`src/rtl/core/cooked_console_line_editor_macros.svh`:
```
// Assertion macros shared by the line editor RTL; they expect clock and reset in scope.
`ifndef COOKED_CONSOLE_LINE_EDITOR_MACROS_SVH
`define COOKED_CONSOLE_LINE_EDITOR_MACROS_SVH

// The condition must hold at every clock edge outside reset.
`define CCLE_ASSERT_ALWAYS(lbl, cond, msg) \
   lbl: assert property (@(posedge clock) disable iff (reset) (cond)) else $error(msg);

// When the trigger holds, the outcome must hold in the next cycle.
`define CCLE_ASSERT_NEXT(lbl, trig, outcome, msg) \
   lbl: assert property (@(posedge clock) disable iff (reset) (trig) |=> (outcome)) \
      else $error(msg);

`endif

```
`src/rtl/core/ccle_pkg.sv`:
```
// Shared constants and types of the cooked console line editor.
`timescale 1ns / 1ps
package ccle_pkg;

   localparam int BYTE_W         = 8;
   localparam int CAP_W          = 7;
   localparam int LINE_DEPTH_DEF = 64;
   localparam logic [CAP_W-1:0] CAP_RESET = 7'd64;

   // Control characters of the console.
   localparam logic [BYTE_W-1:0] CH_CR  = 8'h0D;
   localparam logic [BYTE_W-1:0] CH_LF  = 8'h0A;
   localparam logic [BYTE_W-1:0] CH_BS  = 8'h08;
   localparam logic [BYTE_W-1:0] CH_DEL = 8'h7F;
   localparam logic [BYTE_W-1:0] CH_SP  = 8'h20;

   // Result queue depth and its occupancy width.
   localparam int RSP_FIFO_DEPTH = 4;
   localparam int RSP_CW         = $clog2(RSP_FIFO_DEPTH + 1);

   // One result beat.
   typedef struct packed {
      logic              last;
      logic [BYTE_W-1:0] line_byte;
      logic              line_valid;
      logic [BYTE_W-1:0] echo_byte;
      logic              echo_valid;
   } rsp_item_type;

   // Status the result queue reports back to the controller.
   typedef struct packed {
      logic [RSP_CW-1:0] count;
      logic              has_room;
   } fifo_status_type;

endpackage

```
`src/rtl/core/ccle_line_ram.sv`:
```
// Line store: one write port and one registered read port.
`timescale 1ns / 1ps
module ccle_line_ram #(
   parameter int DEPTH = ccle_pkg::LINE_DEPTH_DEF,
   parameter int AW    = $clog2(DEPTH)
) (
   input  logic                      clock,
   input  logic                      wr_en,
   input  logic [AW-1:0]             wr_addr,
   input  logic [ccle_pkg::BYTE_W-1:0] wr_data,
   input  logic                      rd_en,
   input  logic [AW-1:0]             rd_addr,
   output logic [ccle_pkg::BYTE_W-1:0] rd_data
);
   import ccle_pkg::*;

   logic [BYTE_W-1:0] mem [DEPTH];
   logic [BYTE_W-1:0] rd_data_ff;

   // Write port.
   always_ff @(posedge clock) begin
      if (wr_en) begin
         mem[wr_addr] <= wr_data;
      end
   end

   // Registered read port.
   always_ff @(posedge clock) begin
      if (rd_en) begin
         rd_data_ff <= mem[rd_addr];
      end
   end

   assign rd_data = rd_data_ff;

endmodule

```
`src/rtl/core/ccle_rsp_fifo.sv`:
```
// Small result queue that decouples the editor from the result channel.
`timescale 1ns / 1ps
module ccle_rsp_fifo (
   input  logic                          clock,
   input  logic                          reset,
   input  logic                          push,
   input  ccle_pkg::rsp_item_type        push_item,
   output ccle_pkg::fifo_status_type     status,
   output logic                          rsp_tvalid,
   input  logic                          rsp_tready,
   output ccle_pkg::rsp_item_type        head_item
);
   import ccle_pkg::*;

   localparam int PW = $clog2(RSP_FIFO_DEPTH);

   rsp_item_type      slot_ff [RSP_FIFO_DEPTH];
   logic [PW-1:0]     wr_ptr_ff, wr_ptr_in;
   logic [PW-1:0]     rd_ptr_ff, rd_ptr_in;
   logic [RSP_CW-1:0] count_ff, count_in;
   logic              pop;

   assign pop        = rsp_tvalid && rsp_tready;
   assign rsp_tvalid = (count_ff != '0);
   assign head_item  = slot_ff[rd_ptr_ff];

   assign status.count    = count_ff;
   assign status.has_room = (count_ff < RSP_CW'(RSP_FIFO_DEPTH));

   // Pointer and occupancy updates.
   always_comb begin
      wr_ptr_in = push ? wr_ptr_ff + PW'(1) : wr_ptr_ff;
      rd_ptr_in = pop ? rd_ptr_ff + PW'(1) : rd_ptr_ff;
      count_in  = count_ff + RSP_CW'(push) - RSP_CW'(pop);
   end

   always_ff @(posedge clock) begin
      if (reset) begin
         wr_ptr_ff <= '0;
         rd_ptr_ff <= '0;
         count_ff  <= '0;
      end else begin
         wr_ptr_ff <= wr_ptr_in;
         rd_ptr_ff <= rd_ptr_in;
         count_ff  <= count_in;
      end
   end

   // Payload slots need no reset.
   always_ff @(posedge clock) begin
      if (push) begin
         slot_ff[wr_ptr_ff] <= push_item;
      end
   end

endmodule

```
`src/rtl/core/cooked_console_line_editor.sv`:
```
// Top level of the cooked console line editor: control, line store and result queue.
//
//   channel   direction  beat contents (low bit first)
//   req_*     in         tdata: rx_byte
//   rsp_*     out        tdata: echo_valid, echo_byte, line_valid, line_byte; tlast: last_of_run
//   csr_*     in         wdata: line_capacity (write only)
//
// A plain byte that fits in the line is accepted and yields its echo beat from the result queue.
// An erase on a non-empty line queues its three echo beats: backspace, space, backspace.
// A newline drains the stored line, ending in the newline when it fits, through the single
// read port of the line store, which sets the drain rate of one byte per cycle while the queue has room.
// Reset is synchronous; the line is empty afterward and needs no clearing pass.
// A stalled result side fills the four-entry queue and then holds off input and reads.
`timescale 1ns / 1ps
`include "cooked_console_line_editor_macros.svh"
module cooked_console_line_editor #(
   parameter int LINE_DEPTH = ccle_pkg::LINE_DEPTH_DEF
) (
   input  logic                         clock,
   input  logic                         reset,
   input  logic                         req_tvalid,
   output logic                         req_tready,
   input  logic [7:0]                   req_tdata,   // [7:0] rx_byte
   output logic                         rsp_tvalid,
   input  logic                         rsp_tready,
   output logic [23:0]                  rsp_tdata,   // [0] echo_valid, [8:1] echo_byte,
                                                     // [9] line_valid, [17:10] line_byte
   output logic                         rsp_tlast,   // last_of_run
   input  logic                         csr_wen,
   input  logic [ccle_pkg::CAP_W-1:0]   csr_wdata    // line_capacity
);
   import ccle_pkg::*;

   localparam int AW = $clog2(LINE_DEPTH);
   localparam int CW = $clog2(LINE_DEPTH + 1);
   localparam int WW = ((CW > CAP_W) ? CW : CAP_W) + 1;

   typedef enum logic [1:0] {
      ST_IDLE,
      ST_ERASE,
      ST_DRAIN
   } state_type;

   state_type        state_ff, state_in;
   logic [1:0]       step_ff, step_in;
   logic [CW-1:0]    fill_ff, fill_in;
   logic [CW-1:0]    len_ff, len_in;
   logic [CW-1:0]    idx_ff, idx_in;
   logic             rd_pend_ff, rd_pend_in;
   logic             rd_first_ff, rd_first_in;
   logic             rd_last_ff, rd_last_in;
   logic [CAP_W-1:0] cap_ff, cap_in;

   logic [BYTE_W-1:0] rx_char;
   logic              is_erase;
   logic              is_lf;
   logic [WW-1:0]     cap_eff;
   logic              lf_room;
   logic              store_room;
   logic              accept;
   logic              issue;
   logic              push;
   rsp_item_type      push_item;
   rsp_item_type      head_item;
   fifo_status_type   fifo_status;
   logic              mem_we;
   logic [BYTE_W-1:0] mem_rdata;

   // Character decode; carriage return is treated as line feed.
   assign rx_char  = (req_tdata == CH_CR) ? CH_LF : req_tdata;
   assign is_erase = (rx_char == CH_BS) || (rx_char == CH_DEL);
   assign is_lf    = (rx_char == CH_LF);

   // Capacity above the store depth acts as the depth.
   always_comb begin
      cap_eff    = (WW'(cap_ff) > WW'(LINE_DEPTH)) ? WW'(LINE_DEPTH) : WW'(cap_ff);
      lf_room    = WW'(fill_ff) < cap_eff;
      store_room = (WW'(fill_ff) + WW'(1)) < cap_eff;
   end

   // Handshake and drain read issue, both gated by queue space.
   assign req_tready = (state_ff == ST_IDLE) && !rd_pend_ff && fifo_status.has_room;
   assign accept     = req_tvalid && req_tready;
   assign issue      = (state_ff == ST_DRAIN) &&
                       ((RSP_CW'(fifo_status.count) + RSP_CW'(rd_pend_ff))
                        < RSP_CW'(RSP_FIFO_DEPTH));

   // Line store write on an accepted byte that is kept.
   assign mem_we = accept && ((is_lf && lf_room) || (!is_erase && !is_lf && store_room));

   ccle_line_ram #(
      .DEPTH (LINE_DEPTH),
      .AW    (AW)
   ) u_line_ram (
      .clock   (clock),
      .wr_en   (mem_we),
      .wr_addr (fill_ff[AW-1:0]),
      .wr_data (rx_char),
      .rd_en   (issue),
      .rd_addr (idx_ff[AW-1:0]),
      .rd_data (mem_rdata)
   );

   // Next state of the editor and the beat pushed into the queue.
   always_comb begin
      state_in    = state_ff;
      step_in     = step_ff;
      fill_in     = fill_ff;
      len_in      = len_ff;
      idx_in      = idx_ff;
      rd_pend_in  = issue;
      rd_first_in = rd_first_ff;
      rd_last_in  = rd_last_ff;
      cap_in      = csr_wen ? csr_wdata : cap_ff;
      push        = 1'b0;
      push_item   = '0;

      priority if (rd_pend_ff) begin
         // Line byte returned from the store.
         push                 = 1'b1;
         push_item.echo_valid = rd_first_ff;
         push_item.echo_byte  = rd_first_ff ? CH_LF : '0;
         push_item.line_valid = 1'b1;
         push_item.line_byte  = mem_rdata;
         push_item.last       = rd_last_ff;
      end else if (state_ff == ST_ERASE && fifo_status.has_room) begin
         // Backspace, space, backspace.
         push                 = 1'b1;
         push_item.echo_valid = 1'b1;
         push_item.echo_byte  = (step_ff == 2'd1) ? CH_SP : CH_BS;
         push_item.last       = (step_ff == 2'd2);
      end else if (accept) begin
         if (!is_erase && !is_lf && store_room) begin
            push                 = 1'b1;
            push_item.echo_valid = 1'b1;
            push_item.echo_byte  = rx_char;
            push_item.last       = 1'b1;
         end else if (is_lf && fill_ff == '0 && !lf_room) begin
            push                 = 1'b1;
            push_item.echo_valid = 1'b1;
            push_item.echo_byte  = CH_LF;
            push_item.last       = 1'b1;
         end
      end else begin
         // Nothing to queue this cycle.
         push = 1'b0;
      end

      unique case (state_ff)
         ST_IDLE: begin
            if (accept) begin
               if (is_erase) begin
                  if (fill_ff != '0) begin
                     fill_in  = fill_ff - CW'(1);
                     step_in  = 2'd0;
                     state_in = ST_ERASE;
                  end
               end else if (is_lf) begin
                  fill_in = '0;
                  len_in  = fill_ff + CW'(lf_room);
                  idx_in  = '0;
                  if (fill_ff != '0 || lf_room) begin
                     state_in = ST_DRAIN;
                  end
               end else if (store_room) begin
                  fill_in = fill_ff + CW'(1);
               end
            end
         end
         ST_ERASE: begin
            if (push) begin
               step_in = step_ff + 2'd1;
               if (step_ff == 2'd2) begin
                  state_in = ST_IDLE;
               end
            end
         end
         ST_DRAIN: begin
            if (issue) begin
               rd_first_in = (idx_ff == '0);
               rd_last_in  = (idx_ff + CW'(1) == len_ff);
               idx_in      = idx_ff + CW'(1);
               if (idx_ff + CW'(1) == len_ff) begin
                  state_in = ST_IDLE;
               end
            end
         end
         default: state_in = ST_IDLE;
      endcase
   end

   // Editor state and control registers.
   always_ff @(posedge clock) begin
      if (reset) begin
         state_ff   <= ST_IDLE;
         step_ff    <= '0;
         fill_ff    <= '0;
         len_ff     <= '0;
         idx_ff     <= '0;
         rd_pend_ff <= 1'b0;
         cap_ff     <= CAP_RESET;
      end else begin
         state_ff   <= state_in;
         step_ff    <= step_in;
         fill_ff    <= fill_in;
         len_ff     <= len_in;
         idx_ff     <= idx_in;
         rd_pend_ff <= rd_pend_in;
         cap_ff     <= cap_in;
      end
   end

   // Tags that travel with a store read.
   always_ff @(posedge clock) begin
      rd_first_ff <= rd_first_in;
      rd_last_ff  <= rd_last_in;
   end

   ccle_rsp_fifo u_rsp_fifo (
      .clock      (clock),
      .reset      (reset),
      .push       (push),
      .push_item  (push_item),
      .status     (fifo_status),
      .rsp_tvalid (rsp_tvalid),
      .rsp_tready (rsp_tready),
      .head_item  (head_item)
   );

   // Result beat packing.
   assign rsp_tdata = {6'b0, head_item.line_byte, head_item.line_valid,
                       head_item.echo_byte, head_item.echo_valid};
   assign rsp_tlast = head_item.last;

   `CCLE_ASSERT_ALWAYS(a_fill_in_range, (WW'(fill_ff) <= WW'(LINE_DEPTH)), "fill beyond depth")
   `CCLE_ASSERT_ALWAYS(a_push_has_room, (!push || fifo_status.has_room), "push into full queue")
   `CCLE_ASSERT_ALWAYS(a_drain_index, (state_ff != ST_DRAIN || idx_ff < len_ff), "drain overrun")
   `CCLE_ASSERT_NEXT(a_erase_starts, (accept && is_erase && fill_ff != '0),
                     (state_ff == ST_ERASE && step_ff == 2'd0), "erase not started")

endmodule

```
`config.mk`:
```
export PLATFORM = sky130hd
export DESIGN_NAME = cooked_console_line_editor
export DESIGN_NICKNAME = d
export VERILOG_FILES = /design/src/rtl/core/ccle_pkg.sv /design/src/rtl/core/ccle_line_ram.sv /design/src/rtl/core/ccle_rsp_fifo.sv /design/src/rtl/core/cooked_console_line_editor.sv
export VERILOG_INCLUDE_DIRS = /design/src /design/src/rtl/core
export SDC_FILE = /design/constraint.sdc
export NUM_CORES = 1
export LEC_CHECK = 0
export BUFFER_PORTS_ARGS = -buffer_cell sky130_fd_sc_hd__buf_2
export CORE_UTILIZATION = 56
export CTS_CLUSTER_DIAMETER = 150
export CTS_CLUSTER_SIZE = 25
export DETAILED_ROUTE_END_ITERATION = 12
export PLACE_DENSITY = 0.86
export SETUP_SLACK_MARGIN = 0.1
export SYNTH_ARGS = -nofsm -noshare
export SYNTH_HDL_FRONTEND = slang
export SYNTH_SLANG_ARGS = --single-unit
export TNS_END_PERCENT = 5
```
`constraint.sdc`:
```
create_clock -name clock -period 4.3 [get_ports clock]
set_input_delay 0.43 -clock clock [delete_from_list [all_inputs] [get_ports clock]]
set_output_delay 0.43 -clock clock [all_outputs]
set_load 0.05 [all_outputs]
```
==> metrics <==
mean post-synth cell area 17.72 sq um; IO buf count 40; crit path cell chain inv_1 -> ha_1 -> ha_1 -> nor4bb_1 -> o21ai_0 -> a221o_2 -> o32ai_4 -> nand2_4 -> buf_4 -> nor3_1 -> buf_4; status finished clean; commonest non-fill, non-tap cells in the layout 598 x edfxtp_1, 111 x mux4_2, 105 x mux2i_1; Hold Fails Final Rpt 0; CTS Buf Count 29; Peak VDD IR 531.8 uV; Hold Path Origin csr_wdata[6]; DR DRC count 0; Buf/Inv on CP 3; Crit. Startpoint fill_ff[1]$_SDFFE_PP0P_; first-pass GRT wire length 87110 microns; total die area 48010 sq um; TNS Setup 0 ns; clk_lat worst skew 0.61 ns; Root Buffer clkbuf_16; Crit Path Class reg -> reg; CTS tree yes; Post-DRT Antenna Nets 0; Die Y 219.1 microns; layout cells sized above 1 0.2003; Initial Utilization 0.5670; Slew HR 0.3116; maximum clock rate 246.1 MHz; Reg2Reg Depth 11; CP Capture Type register; Worst path max stage delay 0.61 ns; Worst setup SP type register; WL/cell 26.39 microns; Cell variety after synth 77; most common library cell in the layout ignoring fill and taps edfxtp_1; worst hold endpoint cap_ff[6]$_SDFFE_PP1P_; drt first pass iters 7; vias per inst 6.537; largest net degree at the start of global routing 70; area grow syn2layout 7.797%; nets 1613; unrepaired setup endpoints after global routing true; hold_buf cts 0; detailed placement HPWL 36830 microns; initial DRC count 1769; Pwr Density 407.8 nW/um^2; number of synthesized flops with an enable pin 598; register area share after synthesis 0.7121; skew final 0.03244 ns; worst-path fanout max 23; WP data arrival 4.39 ns; vias in the first global route 14100; Design Area, Final 28450 sq um; via count 14350; I/O Pins 47; slowest cell on the critical path dfxtp_1; H-tree depth 1; clk slew on worst S/H paths 0.10 ns; Final setup viols 0; clock sink count 640; R2R Setup Slk 0.24 ns; worst slew pin tran 1.031 ns; Total GRT Usage 0.2447; share of flip-flops with an asynchronous set or reset 0; row count 79; P_leak 8.843 nW; share of the synthesized area in the top cell type 0.6803; flops & latches, synth 640; reg-to-reg endpoint u_line_ram.mem[62][7]$_DFFE_PP_; Yosys warnings 0; initial antenna violation count 0; Max Slew Vio Count 0; fin crit share 0.9451; Synth area leaders edfxtp_1 68%, mux4_2 9.5%, mux2i_1 4.0%; die width 219.1 microns; ys flop type edfxtp_1; Hold Crit Class in -> reg; Cell Area, Synth 26400 sq um; Placed Area 27630 sq um; worst hold slack 0.01799 ns; # Max-Cap Violations 0; clock buffer depth 3; core area 46560 sq um; Syn Inst Count 1490; worst r2r src fill_ff[1]$_SDFFE_PP0P_; diodes inserted 0; Hold Path Depth 3; routability cong. 0.9335; leading area contributor after synthesis edfxtp_1; post-CTS setup buffer count 0; GRT overflow 0; min cycle time layout 4.064 ns; Worst Path Required 4.62 ns; routed wire length 57920 microns; crit-path leading delay family compound AO/OA/AOI/OAI gates
[registers in the layout, indices dropped and copies added, names as in the netlist, named ones only]
register / cells
rd_last_ff: 1
state_ff: 2
u_rsp_fifo.count_ff: 3
rd_pend_ff: 1
u_rsp_fifo.wr_ptr_ff: 2
u_rsp_fifo.rd_ptr_ff: 2
u_rsp_fifo.slot_ff: 76
fill_ff: 7
step_ff: 2
u_line_ram.rd_data: 8
cap_ff: 7
u_line_ram.mem: 512
len_ff: 7
idx_ff: 7
rd_first_ff: 1
[worst register-to-register path, stage by stage, from the launching register on]
cell	delay, ns
dfxtp_1	0.61
inv_1	0.20
ha_1	0.36
ha_1	0.21
nor4bb_1	0.24
o21ai_0	0.13
a221o_2	0.46
o32ai_4	0.43
nand2_4	0.31
buf_4	0.31
nor3_1	0.27
buf_4	0.25
[power by group]
group	switching (mW)	internal (mW)	leakage, nW	total [mW]
combinational	1.02	0.445	2.73	1.47
clock	1.80	1.29	0.391	3.09
sequential	0.0786	6.96	5.72	7.04
total	2.90	8.70	8.84	11.6
[repair_timing]
item                                    CTS  global route
hold endpoints to repair                  0             0
endpoints found under the setup margin    0           102
resized for setup                         0             1
[routing by layer]
metal / vias to the layer above / GRT usage / wire (microns)
met5: - / 0 / 0
met4: 0 / 0.07130 / 1765
met3: 106 / 0.03659 / 4977
met2: 797 / 0.4082 / 28940
met1: 7296 / 0.3363 / 22240
li1: 6149 / - / -
[worst max-delay path by stage]
stage | to | depth (start not counted)
finish | u_line_ram.mem[62][7]$_DFFE_PP_ | 11
global route | u_line_ram.mem[57][2]$_DFFE_PP_ | 11
CTS | u_line_ram.mem[40][3]$_DFFE_PP_ | 10
detailed placement | u_line_ram.mem[62][1]$_DFFE_PP_ | 11
global placement | u_line_ram.mem[40][3]$_DFFE_PP_ | 10
floorplan | u_line_ram.mem[4][0]$_DFFE_PP_ | 12
[through the flow]
stage                     total power [mW]  cells  utilization  setup WS [ns]
after detailed placement             8.650   2142       0.5934         0.3223
final                                11.60   2195       0.6112         0.2359
after global placement               8.609   2142       0.5934         0.4198
after CTS                            11.63   2195       0.6111         0.2631
after global routing                 11.94   2195       0.6112        0.01183
after floorplan                      8.247   1495            -         0.1130
[area by class of cell]
| class | instances | area (sq um) |
|---|---|---|
| multi-input combinational | 737 | 7034 |
| clock inverter | 1 | 11.26 |
| fill | 3126 | 18100 |
| inverter | 21 | 78.83 |
| timing repair buffer | 137 | 953.4 |
| sequential | 640 | 18810 |
| tap | 607 | 759.5 |
| clock buffer | 52 | 812.0 |
[kinds of logic after synthesis]
kind of cell	Yosys count	share of synthesized area
AOI/OAI and AO/OA	182	0.05110
muxes	217	0.1351
DFF	640	0.7121
buffers and inverters	118	0.02247
xor gates and xnor gates	25	0.008295
other	1	0.0001421
and+or+nand+nor	280	0.05769
adders and majority gates	27	0.01308
[synthesized netlist by cell type (4+ instances only)]
library cell and n:
nand2b_1 7, edfxtp_1 598, buf_6 9, nand3b_1 4, nor4_2 10, ha_1 26, nor2_1 94, a31oi_1 5
xor2_1 7, a21o_1 4, and2_1 18, nor3b_1 4, or4_1 4, and2b_2 4, xnor2_1 18, mux4_2 111
nor4_1 10, buf_1 18, o22ai_1 22, a211oi_1 12, o221ai_1 48, or3_1 8, o211ai_1 4, a21oi_1 41
buf_4 18, nand4_1 7, inv_1 18, clkbuf_1 40, nand2_1 35, dfxtp_1 42, nand3_1 19, buf_2 12
mux2i_1 105, o21ai_0 12, o41a_1 4, and3_1 4, nor3_1 26, nor2b_1 8
Note: power is estimated with default switching activity, not from simulation.
